==> config.mk <==
export PLATFORM = sky130hd
export DESIGN_NAME = polygon_perimeter_area_unit
export DESIGN_NICKNAME = d
export VERILOG_FILES = /design/src/rtl/core/ppa_pkg.sv /design/src/rtl/core/polygon_perimeter_area_unit.sv /design/src/rtl/core/ppa_isqrt.sv /design/src/rtl/core/ppa_edge.sv
export SDC_FILE = /design/constraint.sdc
export NUM_CORES = 1
export LEC_CHECK = 0
export ABC_AREA = 1
export CAP_MARGIN = 20
export CORE_UTILIZATION = 45
export CTS_BUF_LIST = sky130_fd_sc_hd__clkbuf_16
export DETAILED_ROUTE_END_ITERATION = 10
export DONT_BUFFER_PORTS = 1
export PLACE_DENSITY = 0.66
export RECOVER_POWER = 100
export SETUP_SLACK_MARGIN = 0.4
export SYNTH_ARGS = -nofsm -noshare
export SYNTH_HDL_FRONTEND = slang
export SYNTH_HIERARCHICAL = 1
export SYNTH_SLANG_ARGS = --single-unit
==> constraint.sdc <==
create_clock -name clock -period 21.2 [get_ports clock]
set_clock_uncertainty 0.2 [all_clocks]
set_input_delay 0 -clock clock [delete_from_list [all_inputs] [get_ports clock]]
set_output_delay 0 -clock clock [all_outputs]
set_load 0.1 [all_outputs]
==> src/rtl/core/ppa_pkg.sv <==
// shared widths and types for the polygon perimeter and area unit
`default_nettype none

package ppa_pkg;

   // field and accumulator widths
   localparam int COORD_W = 16;
   localparam int TERM_W  = 33;
   localparam int LEN_W   = 17;
   localparam int RAD_W   = 34;
   localparam int CROSS_W = 50;
   localparam int PSUM_W  = 29;
   localparam int AREA_W  = 48;
   localparam int PERIM_W = 28;

   // one edge contribution: cross term and truncated length
   typedef struct packed {
      logic [TERM_W-1:0] term;
      logic [LEN_W-1:0]  len;
   } edge_result_type;

endpackage

`default_nettype wire

==> src/rtl/core/polygon_perimeter_area_unit.sv <==
// Polygon perimeter and area unit: vertices stream in one per item as signed
// Q12.4 coordinates; the vertex flagged last closes the polygon and yields one
// result item with |shoelace sum| (units of 1/256), the perimeter (units of
// 1/16), a three-or-more-vertices flag and a saturation flag. Every edge goes
// through one shared edge unit: a start state, a bit-serial multiply of the
// cross term and both squares, a state that forms the radicand and a 17-step
// bit-per-cycle square root. A first vertex is only stored, a later vertex
// runs its edge, a vertex dropped past the vertex limit runs none, and a last
// vertex runs its own edge and the closing edge, started back to back, before
// the result register loads; a dropped last vertex runs only the closing edge
// from the previous vertex and a lone last vertex goes straight to the load.
// Items are accepted while an earlier result still waits on the output; only
// the loading of the next result waits for it.
`default_nettype none

module polygon_perimeter_area_unit #(
   parameter int MAX_VERTICES = 1024
) (
   input  wire logic                                clock,
   input  wire logic                                reset,
   input  wire logic                                req_valid,
   output logic                                     req_ready,
   input  wire logic signed [ppa_pkg::COORD_W-1:0]  req_vertex_x,
   input  wire logic signed [ppa_pkg::COORD_W-1:0]  req_vertex_y,
   input  wire logic                                req_is_last,
   output logic                                     rsp_valid,
   input  wire logic                                rsp_ready,
   output logic [ppa_pkg::AREA_W-1:0]               rsp_area,
   output logic [ppa_pkg::PERIM_W-1:0]              rsp_perimeter,
   output logic                                     rsp_is_polygon,
   output logic                                     rsp_saturated
);
   import ppa_pkg::*;

   localparam int CNT_W = $clog2(MAX_VERTICES + 1);

   typedef enum logic [1:0] {S_IDLE, S_EDGE, S_CLOSE, S_EMIT} top_state_type;

   top_state_type              state_ff, state_in;
   logic signed [COORD_W-1:0]  cur_x_ff, cur_x_in, cur_y_ff, cur_y_in;
   logic                       cur_last_ff, cur_last_in;
   logic signed [COORD_W-1:0]  first_x_ff, first_x_in, first_y_ff, first_y_in;
   logic signed [COORD_W-1:0]  prev_x_ff, prev_x_in, prev_y_ff, prev_y_in;
   logic [CNT_W-1:0]           count_ff, count_in;
   logic [CROSS_W-1:0]         cross_ff, cross_in;
   logic [PSUM_W-1:0]          psum_ff, psum_in;
   logic                       rsp_valid_ff, rsp_valid_in;
   logic [AREA_W-1:0]          area_ff, area_in;
   logic [PERIM_W-1:0]         perim_ff, perim_in;
   logic                       poly_ff, poly_in;
   logic                       sat_ff, sat_in;

   logic                       accept;
   logic                       room;
   logic                       edge_start;
   logic signed [COORD_W-1:0]  edge_ax, edge_ay, edge_bx, edge_by;
   logic                       edge_done;
   edge_result_type            edge_res;
   logic [CROSS_W:0]           cross_sum;
   logic [CROSS_W-1:0]         cross_acc;
   logic [PSUM_W:0]            psum_sum;
   logic [PSUM_W-1:0]          psum_acc;
   logic [CROSS_W-1:0]         area_mag;
   logic                       area_over;
   logic                       perim_over;

   ppa_edge u_edge (
      .clock  (clock),
      .reset  (reset),
      .start  (edge_start),
      .ax     (edge_ax),
      .ay     (edge_ay),
      .bx     (edge_bx),
      .by     (edge_by),
      .done   (edge_done),
      .result (edge_res)
   );

   assign accept = req_valid && req_ready;
   assign room   = (count_ff < CNT_W'(MAX_VERTICES));

   // edge operands: from idle the previous vertex to the new one (or to the
   // first vertex when the new one is dropped), later the closing edge
   always_comb begin
      if (state_ff == S_IDLE) begin
         edge_ax = prev_x_ff;
         edge_ay = prev_y_ff;
         edge_bx = room ? req_vertex_x : first_x_ff;
         edge_by = room ? req_vertex_y : first_y_ff;
      end else begin
         edge_ax = cur_x_ff;
         edge_ay = cur_y_ff;
         edge_bx = first_x_ff;
         edge_by = first_y_ff;
      end
   end

   // saturating accumulation of one edge
   always_comb begin
      cross_sum = {cross_ff[CROSS_W-1], cross_ff}
                + {{(CROSS_W + 1 - TERM_W){edge_res.term[TERM_W-1]}}, edge_res.term};
      if (cross_sum[CROSS_W] != cross_sum[CROSS_W-1]) begin
         cross_acc = cross_sum[CROSS_W] ? {1'b1, {(CROSS_W-1){1'b0}}}
                                        : {1'b0, {(CROSS_W-1){1'b1}}};
      end else begin
         cross_acc = cross_sum[CROSS_W-1:0];
      end
      psum_sum = {1'b0, psum_ff} + (PSUM_W + 1)'(edge_res.len);
      psum_acc = psum_sum[PSUM_W] ? '1 : psum_sum[PSUM_W-1:0];
   end

   // magnitude and clipping of the finished sums
   always_comb begin
      area_mag   = cross_ff[CROSS_W-1] ? (~cross_ff + CROSS_W'(1)) : cross_ff;
      area_over  = |area_mag[CROSS_W-1:AREA_W];
      perim_over = |psum_ff[PSUM_W-1:PERIM_W];
   end

   // vertex sequencing
   always_comb begin
      state_in     = state_ff;
      cur_x_in     = cur_x_ff;
      cur_y_in     = cur_y_ff;
      cur_last_in  = cur_last_ff;
      first_x_in   = first_x_ff;
      first_y_in   = first_y_ff;
      prev_x_in    = prev_x_ff;
      prev_y_in    = prev_y_ff;
      count_in     = count_ff;
      cross_in     = cross_ff;
      psum_in      = psum_ff;
      rsp_valid_in = rsp_valid_ff && !rsp_ready;
      area_in      = area_ff;
      perim_in     = perim_ff;
      poly_in      = poly_ff;
      sat_in       = sat_ff;
      edge_start   = 1'b0;

      unique case (state_ff)
         S_IDLE: begin
            if (accept) begin
               cur_x_in    = req_vertex_x;
               cur_y_in    = req_vertex_y;
               cur_last_in = req_is_last;
               if (count_ff == '0) begin
                  // first vertex: no edge yet, a lone vertex closes onto itself
                  first_x_in = req_vertex_x;
                  first_y_in = req_vertex_y;
                  prev_x_in  = req_vertex_x;
                  prev_y_in  = req_vertex_y;
                  count_in   = CNT_W'(1);
                  if (req_is_last) begin
                     state_in = S_EMIT;
                  end
               end else if (room) begin
                  edge_start = 1'b1;
                  state_in   = S_EDGE;
               end else if (req_is_last) begin
                  // dropped vertex still closes from the previous one
                  edge_start = 1'b1;
                  state_in   = S_CLOSE;
               end
            end
         end
         S_EDGE: begin
            if (edge_done) begin
               cross_in  = cross_acc;
               psum_in   = psum_acc;
               prev_x_in = cur_x_ff;
               prev_y_in = cur_y_ff;
               count_in  = count_ff + CNT_W'(1);
               if (cur_last_ff) begin
                  edge_start = 1'b1;
                  state_in   = S_CLOSE;
               end else begin
                  state_in = S_IDLE;
               end
            end
         end
         S_CLOSE: begin
            if (edge_done) begin
               cross_in = cross_acc;
               psum_in  = psum_acc;
               state_in = S_EMIT;
            end
         end
         S_EMIT: begin
            if (!rsp_valid_ff || rsp_ready) begin
               rsp_valid_in = 1'b1;
               area_in      = area_over ? '1 : area_mag[AREA_W-1:0];
               perim_in     = perim_over ? '1 : psum_ff[PERIM_W-1:0];
               poly_in      = (count_ff >= CNT_W'(3));
               sat_in       = area_over || perim_over;
               count_in     = '0;
               cross_in     = '0;
               psum_in      = '0;
               state_in     = S_IDLE;
            end
         end
         default: begin
            state_in = S_IDLE;
         end
      endcase
   end

   always_ff @(posedge clock) begin
      if (reset) begin
         state_ff     <= S_IDLE;
         first_x_ff   <= '0;
         first_y_ff   <= '0;
         prev_x_ff    <= '0;
         prev_y_ff    <= '0;
         count_ff     <= '0;
         cross_ff     <= '0;
         psum_ff      <= '0;
         rsp_valid_ff <= 1'b0;
      end else begin
         state_ff     <= state_in;
         first_x_ff   <= first_x_in;
         first_y_ff   <= first_y_in;
         prev_x_ff    <= prev_x_in;
         prev_y_ff    <= prev_y_in;
         count_ff     <= count_in;
         cross_ff     <= cross_in;
         psum_ff      <= psum_in;
         rsp_valid_ff <= rsp_valid_in;
      end
      cur_x_ff    <= cur_x_in;
      cur_y_ff    <= cur_y_in;
      cur_last_ff <= cur_last_in;
      area_ff     <= area_in;
      perim_ff    <= perim_in;
      poly_ff     <= poly_in;
      sat_ff      <= sat_in;
   end

   assign req_ready      = (state_ff == S_IDLE);
   assign rsp_valid      = rsp_valid_ff;
   assign rsp_area       = area_ff;
   assign rsp_perimeter  = perim_ff;
   assign rsp_is_polygon = poly_ff;
   assign rsp_saturated  = sat_ff;

endmodule

`default_nettype wire

==> src/rtl/core/ppa_isqrt.sv <==
// bit-serial truncated integer square root, one root bit per cycle
`default_nettype none

module ppa_isqrt (
   input  wire logic                      clock,
   input  wire logic                      reset,
   input  wire logic                      start,
   input  wire logic [ppa_pkg::RAD_W-1:0] radicand,
   output logic                           done,
   output logic [ppa_pkg::LEN_W-1:0]      root
);
   import ppa_pkg::*;

   localparam int REM_W   = LEN_W + 2;
   localparam int SHIFT_W = REM_W + 2;
   localparam int STEPS   = RAD_W / 2;

   logic [RAD_W-1:0]   rad_ff, rad_in;
   logic [REM_W-1:0]   rem_ff, rem_in;
   logic [LEN_W-1:0]   root_ff, root_in;
   logic [4:0]         cnt_ff, cnt_in;
   logic               busy_ff, busy_in;
   logic               done_ff, done_in;
   logic [SHIFT_W-1:0] shifted;
   logic [SHIFT_W-1:0] trial;

   // one restoring step on the next two radicand bits
   always_comb begin
      shifted = {rem_ff, rad_ff[RAD_W-1 -: 2]};
      trial   = {2'b00, root_ff, 2'b01};
      rad_in  = rad_ff;
      rem_in  = rem_ff;
      root_in = root_ff;
      cnt_in  = cnt_ff;
      busy_in = busy_ff;
      done_in = 1'b0;
      if (start) begin
         rad_in  = radicand;
         rem_in  = '0;
         root_in = '0;
         cnt_in  = '0;
         busy_in = 1'b1;
      end else if (busy_ff) begin
         rad_in = {rad_ff[RAD_W-3:0], 2'b00};
         if (shifted >= trial) begin
            rem_in  = REM_W'(shifted - trial);
            root_in = {root_ff[LEN_W-2:0], 1'b1};
         end else begin
            rem_in  = shifted[REM_W-1:0];
            root_in = {root_ff[LEN_W-2:0], 1'b0};
         end
         cnt_in = cnt_ff + 5'd1;
         if (cnt_ff == 5'(STEPS - 1)) begin
            busy_in = 1'b0;
            done_in = 1'b1;
         end
      end
   end

   always_ff @(posedge clock) begin
      if (reset) begin
         busy_ff <= 1'b0;
         done_ff <= 1'b0;
         cnt_ff  <= '0;
      end else begin
         busy_ff <= busy_in;
         done_ff <= done_in;
         cnt_ff  <= cnt_in;
      end
      rad_ff  <= rad_in;
      rem_ff  <= rem_in;
      root_ff <= root_in;
   end

   assign done = done_ff;
   assign root = root_ff;

endmodule

`default_nettype wire

==> src/rtl/core/ppa_edge.sv <==
// one polygon edge: serial cross term and squares, then serial square root
`default_nettype none

module ppa_edge (
   input  wire logic                                clock,
   input  wire logic                                reset,
   input  wire logic                                start,
   input  wire logic signed [ppa_pkg::COORD_W-1:0]  ax,
   input  wire logic signed [ppa_pkg::COORD_W-1:0]  ay,
   input  wire logic signed [ppa_pkg::COORD_W-1:0]  bx,
   input  wire logic signed [ppa_pkg::COORD_W-1:0]  by,
   output logic                                     done,
   output ppa_pkg::edge_result_type                 result
);
   import ppa_pkg::*;

   localparam int PP_W = COORD_W + 2;
   localparam int HI_W = COORD_W + 3;

   typedef enum logic [1:0] {E_IDLE, E_MUL, E_SUM, E_ROOT} edge_state_type;

   edge_state_type state_ff, state_in;
   logic [3:0]               bit_ff, bit_in;
   logic signed [COORD_W-1:0] ax_ff, ax_in, bx_ff, bx_in;
   logic [COORD_W-1:0]       by_sh_ff, by_sh_in, ay_sh_ff, ay_sh_in;
   logic signed [HI_W-1:0]   cr_hi_ff, cr_hi_in;
   logic [COORD_W-1:0]       cr_lo_ff, cr_lo_in;
   logic [COORD_W-1:0]       du_ff, du_in, dv_ff, dv_in;
   logic [COORD_W-1:0]       du_sh_ff, du_sh_in, dv_sh_ff, dv_sh_in;
   logic [COORD_W-1:0]       su_hi_ff, su_hi_in, su_lo_ff, su_lo_in;
   logic [COORD_W-1:0]       sv_hi_ff, sv_hi_in, sv_lo_ff, sv_lo_in;

   logic signed [COORD_W:0]  dx, dy;
   logic signed [PP_W-1:0]   pp;
   logic signed [HI_W-1:0]   cr_sum;
   logic [COORD_W:0]         su_sum, sv_sum;
   logic                     root_start;
   logic [RAD_W-1:0]         radicand;
   logic                     root_done;
   logic [LEN_W-1:0]         root;
   logic                     load;

   // square root of dx squared plus dy squared
   ppa_isqrt u_isqrt (
      .clock    (clock),
      .reset    (reset),
      .start    (root_start),
      .radicand (radicand),
      .done     (root_done),
      .root     (root)
   );

   assign radicand   = {2'b00, su_hi_ff, su_lo_ff} + {2'b00, sv_hi_ff, sv_lo_ff};
   assign root_start = (state_ff == E_SUM);

   // a new edge may start when idle or in the cycle the previous one finishes
   assign load = start && ((state_ff == E_IDLE) || ((state_ff == E_ROOT) && root_done));

   // shift-add steps of the cross product and the two squares
   always_comb begin
      dx = {ax[COORD_W-1], ax} - {bx[COORD_W-1], bx};
      dy = {ay[COORD_W-1], ay} - {by[COORD_W-1], by};
      pp = (by_sh_ff[0] ? PP_W'(ax_ff) : PP_W'(0)) - (ay_sh_ff[0] ? PP_W'(bx_ff) : PP_W'(0));
      // the top multiplier bit carries negative weight
      if (bit_ff == 4'd15) begin
         cr_sum = cr_hi_ff - HI_W'(pp);
      end else begin
         cr_sum = cr_hi_ff + HI_W'(pp);
      end
      su_sum = {1'b0, su_hi_ff} + (du_sh_ff[0] ? {1'b0, du_ff} : '0);
      sv_sum = {1'b0, sv_hi_ff} + (dv_sh_ff[0] ? {1'b0, dv_ff} : '0);

      state_in = state_ff;
      bit_in   = bit_ff;
      ax_in    = ax_ff;
      bx_in    = bx_ff;
      by_sh_in = by_sh_ff;
      ay_sh_in = ay_sh_ff;
      cr_hi_in = cr_hi_ff;
      cr_lo_in = cr_lo_ff;
      du_in    = du_ff;
      dv_in    = dv_ff;
      du_sh_in = du_sh_ff;
      dv_sh_in = dv_sh_ff;
      su_hi_in = su_hi_ff;
      su_lo_in = su_lo_ff;
      sv_hi_in = sv_hi_ff;
      sv_lo_in = sv_lo_ff;

      // operand load for a new edge
      if (load) begin
         ax_in    = ax;
         bx_in    = bx;
         by_sh_in = by;
         ay_sh_in = ay;
         cr_hi_in = '0;
         cr_lo_in = '0;
         du_in    = dx[COORD_W] ? COORD_W'(-dx) : dx[COORD_W-1:0];
         dv_in    = dy[COORD_W] ? COORD_W'(-dy) : dy[COORD_W-1:0];
         du_sh_in = dx[COORD_W] ? COORD_W'(-dx) : dx[COORD_W-1:0];
         dv_sh_in = dy[COORD_W] ? COORD_W'(-dy) : dy[COORD_W-1:0];
         su_hi_in = '0;
         su_lo_in = '0;
         sv_hi_in = '0;
         sv_lo_in = '0;
         bit_in   = '0;
      end

      unique case (state_ff)
         E_IDLE: begin
            if (start) begin
               state_in = E_MUL;
            end
         end
         E_MUL: begin
            by_sh_in = {1'b0, by_sh_ff[COORD_W-1:1]};
            ay_sh_in = {1'b0, ay_sh_ff[COORD_W-1:1]};
            du_sh_in = {1'b0, du_sh_ff[COORD_W-1:1]};
            dv_sh_in = {1'b0, dv_sh_ff[COORD_W-1:1]};
            cr_hi_in = cr_sum >>> 1;
            cr_lo_in = {cr_sum[0], cr_lo_ff[COORD_W-1:1]};
            su_hi_in = su_sum[COORD_W:1];
            su_lo_in = {su_sum[0], su_lo_ff[COORD_W-1:1]};
            sv_hi_in = sv_sum[COORD_W:1];
            sv_lo_in = {sv_sum[0], sv_lo_ff[COORD_W-1:1]};
            bit_in   = bit_ff + 4'd1;
            if (bit_ff == 4'd15) begin
               state_in = E_SUM;
            end
         end
         E_SUM: begin
            state_in = E_ROOT;
         end
         E_ROOT: begin
            if (root_done) begin
               state_in = start ? E_MUL : E_IDLE;
            end
         end
         default: begin
            state_in = E_IDLE;
         end
      endcase
   end

   always_ff @(posedge clock) begin
      if (reset) begin
         state_ff <= E_IDLE;
         bit_ff   <= '0;
      end else begin
         state_ff <= state_in;
         bit_ff   <= bit_in;
      end
      ax_ff    <= ax_in;
      bx_ff    <= bx_in;
      by_sh_ff <= by_sh_in;
      ay_sh_ff <= ay_sh_in;
      cr_hi_ff <= cr_hi_in;
      cr_lo_ff <= cr_lo_in;
      du_ff    <= du_in;
      dv_ff    <= dv_in;
      du_sh_ff <= du_sh_in;
      dv_sh_ff <= dv_sh_in;
      su_hi_ff <= su_hi_in;
      su_lo_ff <= su_lo_in;
      sv_hi_ff <= sv_hi_in;
      sv_lo_ff <= sv_lo_in;
   end

   // result is taken in the cycle of done
   assign done        = (state_ff == E_ROOT) && root_done;
   assign result.term = TERM_W'({cr_hi_ff, cr_lo_ff});
   assign result.len  = root;

endmodule

`default_nettype wire
* Word-level counts from Yosys, hierarchy flattened
Cells that the tools add are included.
Word-level totals: output and inout port bits 80, register bits 578, bits of input ports 37, word-level logic and storage cells 199
Operators by class: magnitude comparators 3, equality and inequality tests 20, bitwise operators 2, muxes and demuxes 86, reductions and logical operators 29, add/subtract/negate cells 17
Operator list (count):
- 16-bit 2-to-1 mux | 22
- 50-bit 2-to-1 mux | 5
- 15-bit 2-to-1 mux | 8
- 50-bit one-hot mux with 2 select lines | 1
- 29-bit 2-to-1 mux | 3
- 19-bit 2-to-1 mux | 4
- 34-bit 2-to-1 mux | 2
- 16-bit one-hot mux with 2 select lines | 2
- 29-bit one-hot mux with 2 select lines | 1
- 50-bit by 33-bit adder with 51-bit output | 1
- 50-bit by 1-bit adder with 50-bit output (second input constant) | 1
- 50-bit inverter | 1
- 11-bit 2-to-1 mux | 4
- 18-bit 2-to-1 mux | 2
- 16-bit by 17-bit adder with 17-bit output | 2
- 16-bit by 16-bit subtractor with 17-bit output | 2
- 32-bit by 32-bit adder with 33-bit output | 1
- 11-bit one-hot mux with 3 select lines | 1
- 16-bit negation | 2
- 29-bit by 17-bit adder with 30-bit output | 1
- 2-bit 2-to-1 mux | 12
- 21-bit by 19-bit >= comparator with 1-bit output | 1
- 19-bit by 18-bit adder with 19-bit output | 1
- 19-bit by 18-bit subtractor with 19-bit output | 1
- 35 further kinds | 76

* Longest topological paths before layout
depth after elaboration 8, mapped depth 29, mapped depth without buffers 28

* Modules after synthesis
The synthesis kept the hierarchy.
By module, submodules not included:
- polygon_perimeter_area_unit | seq. area each 6476.2 um^2, cells each 2498, times used 1, area each 17413.0 um^2
- ppa_edge | seq. area each 6866.6 um^2, cells each 2145, times used 1, area each 16847.4 um^2
- ppa_isqrt | seq. area each 1881.8 um^2, cells each 637, times used 1, area each 4501.8 um^2

* Worst setup path before layout
OpenSTA, ideal clock, no wires.
path type flip-flop to flip-flop, start register, netlist name state_ff[0], end register u_edge.ay_sh_ff[0], enable pin, buffers on the path 1, arrival 9.739 ns, library setup time 0.510 ns, cell stages (with the launch flop) 12, data required time 20.490 ns, slack 10.751 ns, clock period less this slack 10.449 ns, cells stage by stage dfxtp_1 > inv_1 > ha_1 > clkbuf_1 > nand2_1 > inv_1 > o21ai_0 > o22ai_1 > inv_1 > a21oi_1 > nor2_1 > inv_1
RTL lines:
- end signal: assignment | RTL line ppa_edge.sv:156 | ay_sh_ff <= ay_sh_in;
- end: declaration | RTL line ppa_edge.sv:25 | logic [COORD_W-1:0] by_sh_ff, by_sh_in, ay_sh_ff, ay_sh_in;

==> results.py <==
metrics = {
    "worst_setup_path": {
        "worstSetupPathType": "flop to flop",
        "crit_required_ns": 21.14,
        "crit_buf_inv": 7,
        "start_kind": "flop",
        "critPathTopFamily": "buffers and inverters",
        "cp_slowest_cell": "clkbuf_1",
        "cp_data_arrival_time_ns": 11.55,
        "r2r_cells": 13,
        "crit_chain": "inv_1 -> ha_1 -> clkbuf_1 -> nand2_1 -> inv_1 -> clkbuf_1 -> o21ai_0 -> o22ai_1 -> inv_1 -> a21oi_1 -> nor2_1 -> clkinvlp_2 -> clkbuf_1",
        "cpPeakStageDelay_ns": 2.60,
        "cp.depth": 13,
        "path_max_fanout": 92,
        "endpoint_kind": "flop",
    },
    "yosys": {
        "ys_seq_area_share_pct": 39.3,
        "synth_mux_area_share_pct": 0,
        "synthSimpleGateAreaFrac_pct": 27.4,
        "synth_flop_cell": "edfxtp_1",
        "synth_compound_area_share_pct": 12.4,
        "synth_warnings": 6,
        "synth-adder-area-share_pct": 8.02,
        "asyncSetResetFlopFracSynth_pct": 0,
        "synth_top_family_by_area": "simple AND/OR/NAND/NOR gates",
        "synth_cell_type_count": 63,
        "ys_seq_elements": 577,
        "synth_edf_count": 367,
        "syn_avg_cell_area_um2": 7.34,
        "syn_inst": 5280,
        "syn-num-nets": 5560,
        "synth-xor-area-share_pct": 4.18,
        "netlist_area_mm2": 0.0388,
    },
    "clocking": {
        "post_cts_resized": 0,
        "clk_pin_slew_ns": 0.06,
        "cts-root-buf": "clkbuf_16",
        "cts_setup_buffers": 0,
        "holdBufCountCts": 72,
        "cts_max_level": 3,
        "worstSkewPairLatency_ns": 0.62,
        "cts_made_buffers": 67,
        "cts_sinks": 577,
        "clock_path_buffers": 3,
        "cts_tree": "built",
    },
    "routing": {
        "first_pass_iters": 6,
        "routed-wl-met2_um": 44800,
        "num_vias": 33500,
        "wl_per_cell_um": 15.3,
        "top_layer": "met4",
        "wl_met3_um": 4370,
        "final_antenna_net_count": 0,
        "drc": 0,
        "finalWirelength_um": 99100,
        "drtIter0Drc": 1959,
        "via_per_inst": 5.17,
        "wl_met1_um": 46800,
    },
    "sta": {
        "post-route-worst-setup-slack_ns": 9.59,
        "worst_pin_slew_ns": 4.40,
        "rsz0062_at_grt": "false",
        "fmax_ghz": 0.0861,
        "hold_violations": 0,
        "final-setup-viol-count": 0,
        "setup_tns_ns": 0,
        "period_share_pct": 54.8,
        "min_period_ns": 11.61,
        "slew_viol_final": 950,
        "max_slew_margin_pct": -195,
    },
    "job": {
        "maxCapViolCount": 15,
    },
    "layout": {
        "nets": 5561,
        "layout_commonest_cell": "nand2_1",
        "fin_cells": 6480,
        "syn2layout_area_growth_pct": 9.15,
        "layout.cells.most_common_list": "1632 x nand2_1, 689 x inv_1, 426 x a21oi_1, 377 x nor2_1, 367 x edfxtp_1",
        "final_util_pct": 49.6,
        "drive_above_1_share_pct": 4.46,
        "nFillCells": 8454,
    },
    "placement": {
        "place_hpwl_um": 74000,
        "dp_cells": 6284,
        "portBuffers": 0,
        "gp_congestion": 0.942,
        "place_ws_ns": 16.34,
    },
    "power": {
        "power_density_mw_per_mm2": 178,
        "cellLeakagePower_nw": 20.0,
        "ir_worst_vdd_mv": 0.107,
    },
    "floorplan": {
        "die_area_mm2": 0.0873,
        "die_x_um": 295,
        "initial_core_util_pct": 45.5,
        "io_pins": 117,
        "coreArea_mm2": 0.0853,
        "die_h_um": 295,
        "rows": 107,
    },
    "global_route": {
        "grt-ovfl-total": 0,
        "grt_use_total_pct": 22.7,
        "grt_max_degree": 96,
        "grt_pass1_wl_um": 161000,
        "grt_antenna_before_repair": 1,
        "grt_pass1_vias": 31500,
    },
    "outcome": {
        "status": "finished with violations",
        "violations": "max-capacitance violations, max-slew violations",
    },
    "worst_hold_path": {
        "hold_class": "input pin to flop",
        "min_path_cells": 3,
    },
}
==> state kept, by name (all words and copies together) (netlist names), 17 cells and up <==
signal,cells
cross_ff,50
u_edge/cr_hi_ff,18
u_edge/u_isqrt/root,17
rsp_area,48
rsp_perimeter,28
u_edge/u_isqrt/rem_ff,19
u_edge/u_isqrt/rad_ff,34
psum_ff,29
==> power breakdown <==
part | leakage, nW | switching (mW) | total, mW | internal, mW
registers | 5.16 | 0.240 | 2.07 | 1.83
logic | 13.7 | 2.97 | 4.36 | 1.39
clock network | 1.11 | 0.477 | 1.10 | 0.623
==> cell usage after synthesis (all sizes together), types with 7 or more instances <==
cell type / n / area (um2)
clkbuf: 110 / 413
o211ai: 10 / 80.1
o21a: 15 / 113
buf: 56 / 383
nand2: 1666 / 6360
nand3: 283 / 1450
nand3b: 18 / 135
a31oi: 37 / 231
edfxtp: 367 / 11000
dfxtp: 210 / 4200
o22ai: 19 / 119
xnor2: 66 / 608
xor2: 113 / 1010
fa: 9 / 180
inv: 690 / 2590
nand4: 66 / 413
o31ai: 7 / 52.6
or2: 24 / 150
o21bai: 26 / 195
a21oi: 445 / 2310
o21ai: 288 / 1450
ha: 234 / 2930
nor3: 59 / 342
nor4: 21 / 131
nor2: 390 / 1510
a21o: 8 / 60.1
==> routing by layer <==
layer,GRT usage (%),vias up
met4,8.47,0
met5,0,-
met1,30.6,15200
li1,-,17300
met2,36.8,765
met3,3.03,180
==> kinds of logic after synthesis <==
family                     Yosys count
other                                1
xor gates and xnor gates           179
DFF                                577
AOI/OAI and AO/OA                  877
and+or+nand+nor                   2543
adders and majority gates          243
buffers and inverters              860
==> through the flow <==
| step | cell area [um2] | power, mW | hold slack, ns |
|---|---|---|---|
| 2_1_floorplan | 38800 | 5.44 | -0.131 |
| 3_3_place_gp | 39600 | 6.33 | -0.101 |
| 3_5_place_dp | 39600 | 6.40 | -0.101 |
| 4_1_cts | 42500 | 7.55 | 0.163 |
| 5_1_grt | 42300 | 8.27 | 0.262 |
| 6_report | 42300 | 7.53 | 0.250 |
==> worst paths after layout <==
| check | startpoint | to | slack (ns) |
|---|---|---|---|
| setup reg to reg | state_ff[0]$_SDFFE_PP0P_ | u_edge/cr_lo_ff[7]$_SDFFCE_PN0P_ | 9.59 |
| hold reg to reg | first_y_ff[15]$_SDFFE_PP0P_ | first_y_ff[15]$_SDFFE_PP0P_ | 0.25 |
| hold / removal | reset | psum_ff[7]$_SDFFE_PP0P_ | 0.25 |
| setup / recovery | state_ff[0]$_SDFFE_PP0P_ | u_edge/cr_lo_ff[7]$_SDFFCE_PN0P_ | 9.59 |
==> final cells by class <==
cell class                      count  area, um2  share of cell area, %
Multi-Input combinational cell   3843      20100                   47.5
Clock inverter                     54        373                  0.881
Timing Repair Buffer               98        881                   2.08
Antenna cell                        2       5.00                 0.0118
Sequential cell                   577      15200                   36.0
Clock buffer                       68       1700                   4.02
Tap cell                         1144       1430                   3.38
Inverter                          694       2610                   6.16
==> tightest hold or removal path: stages <==
cell and delay (ns):
dlygate4sd3_1 0.61, buf_16 0.25, a21oi_1 0.16
(Power assumes the default switching activity.)
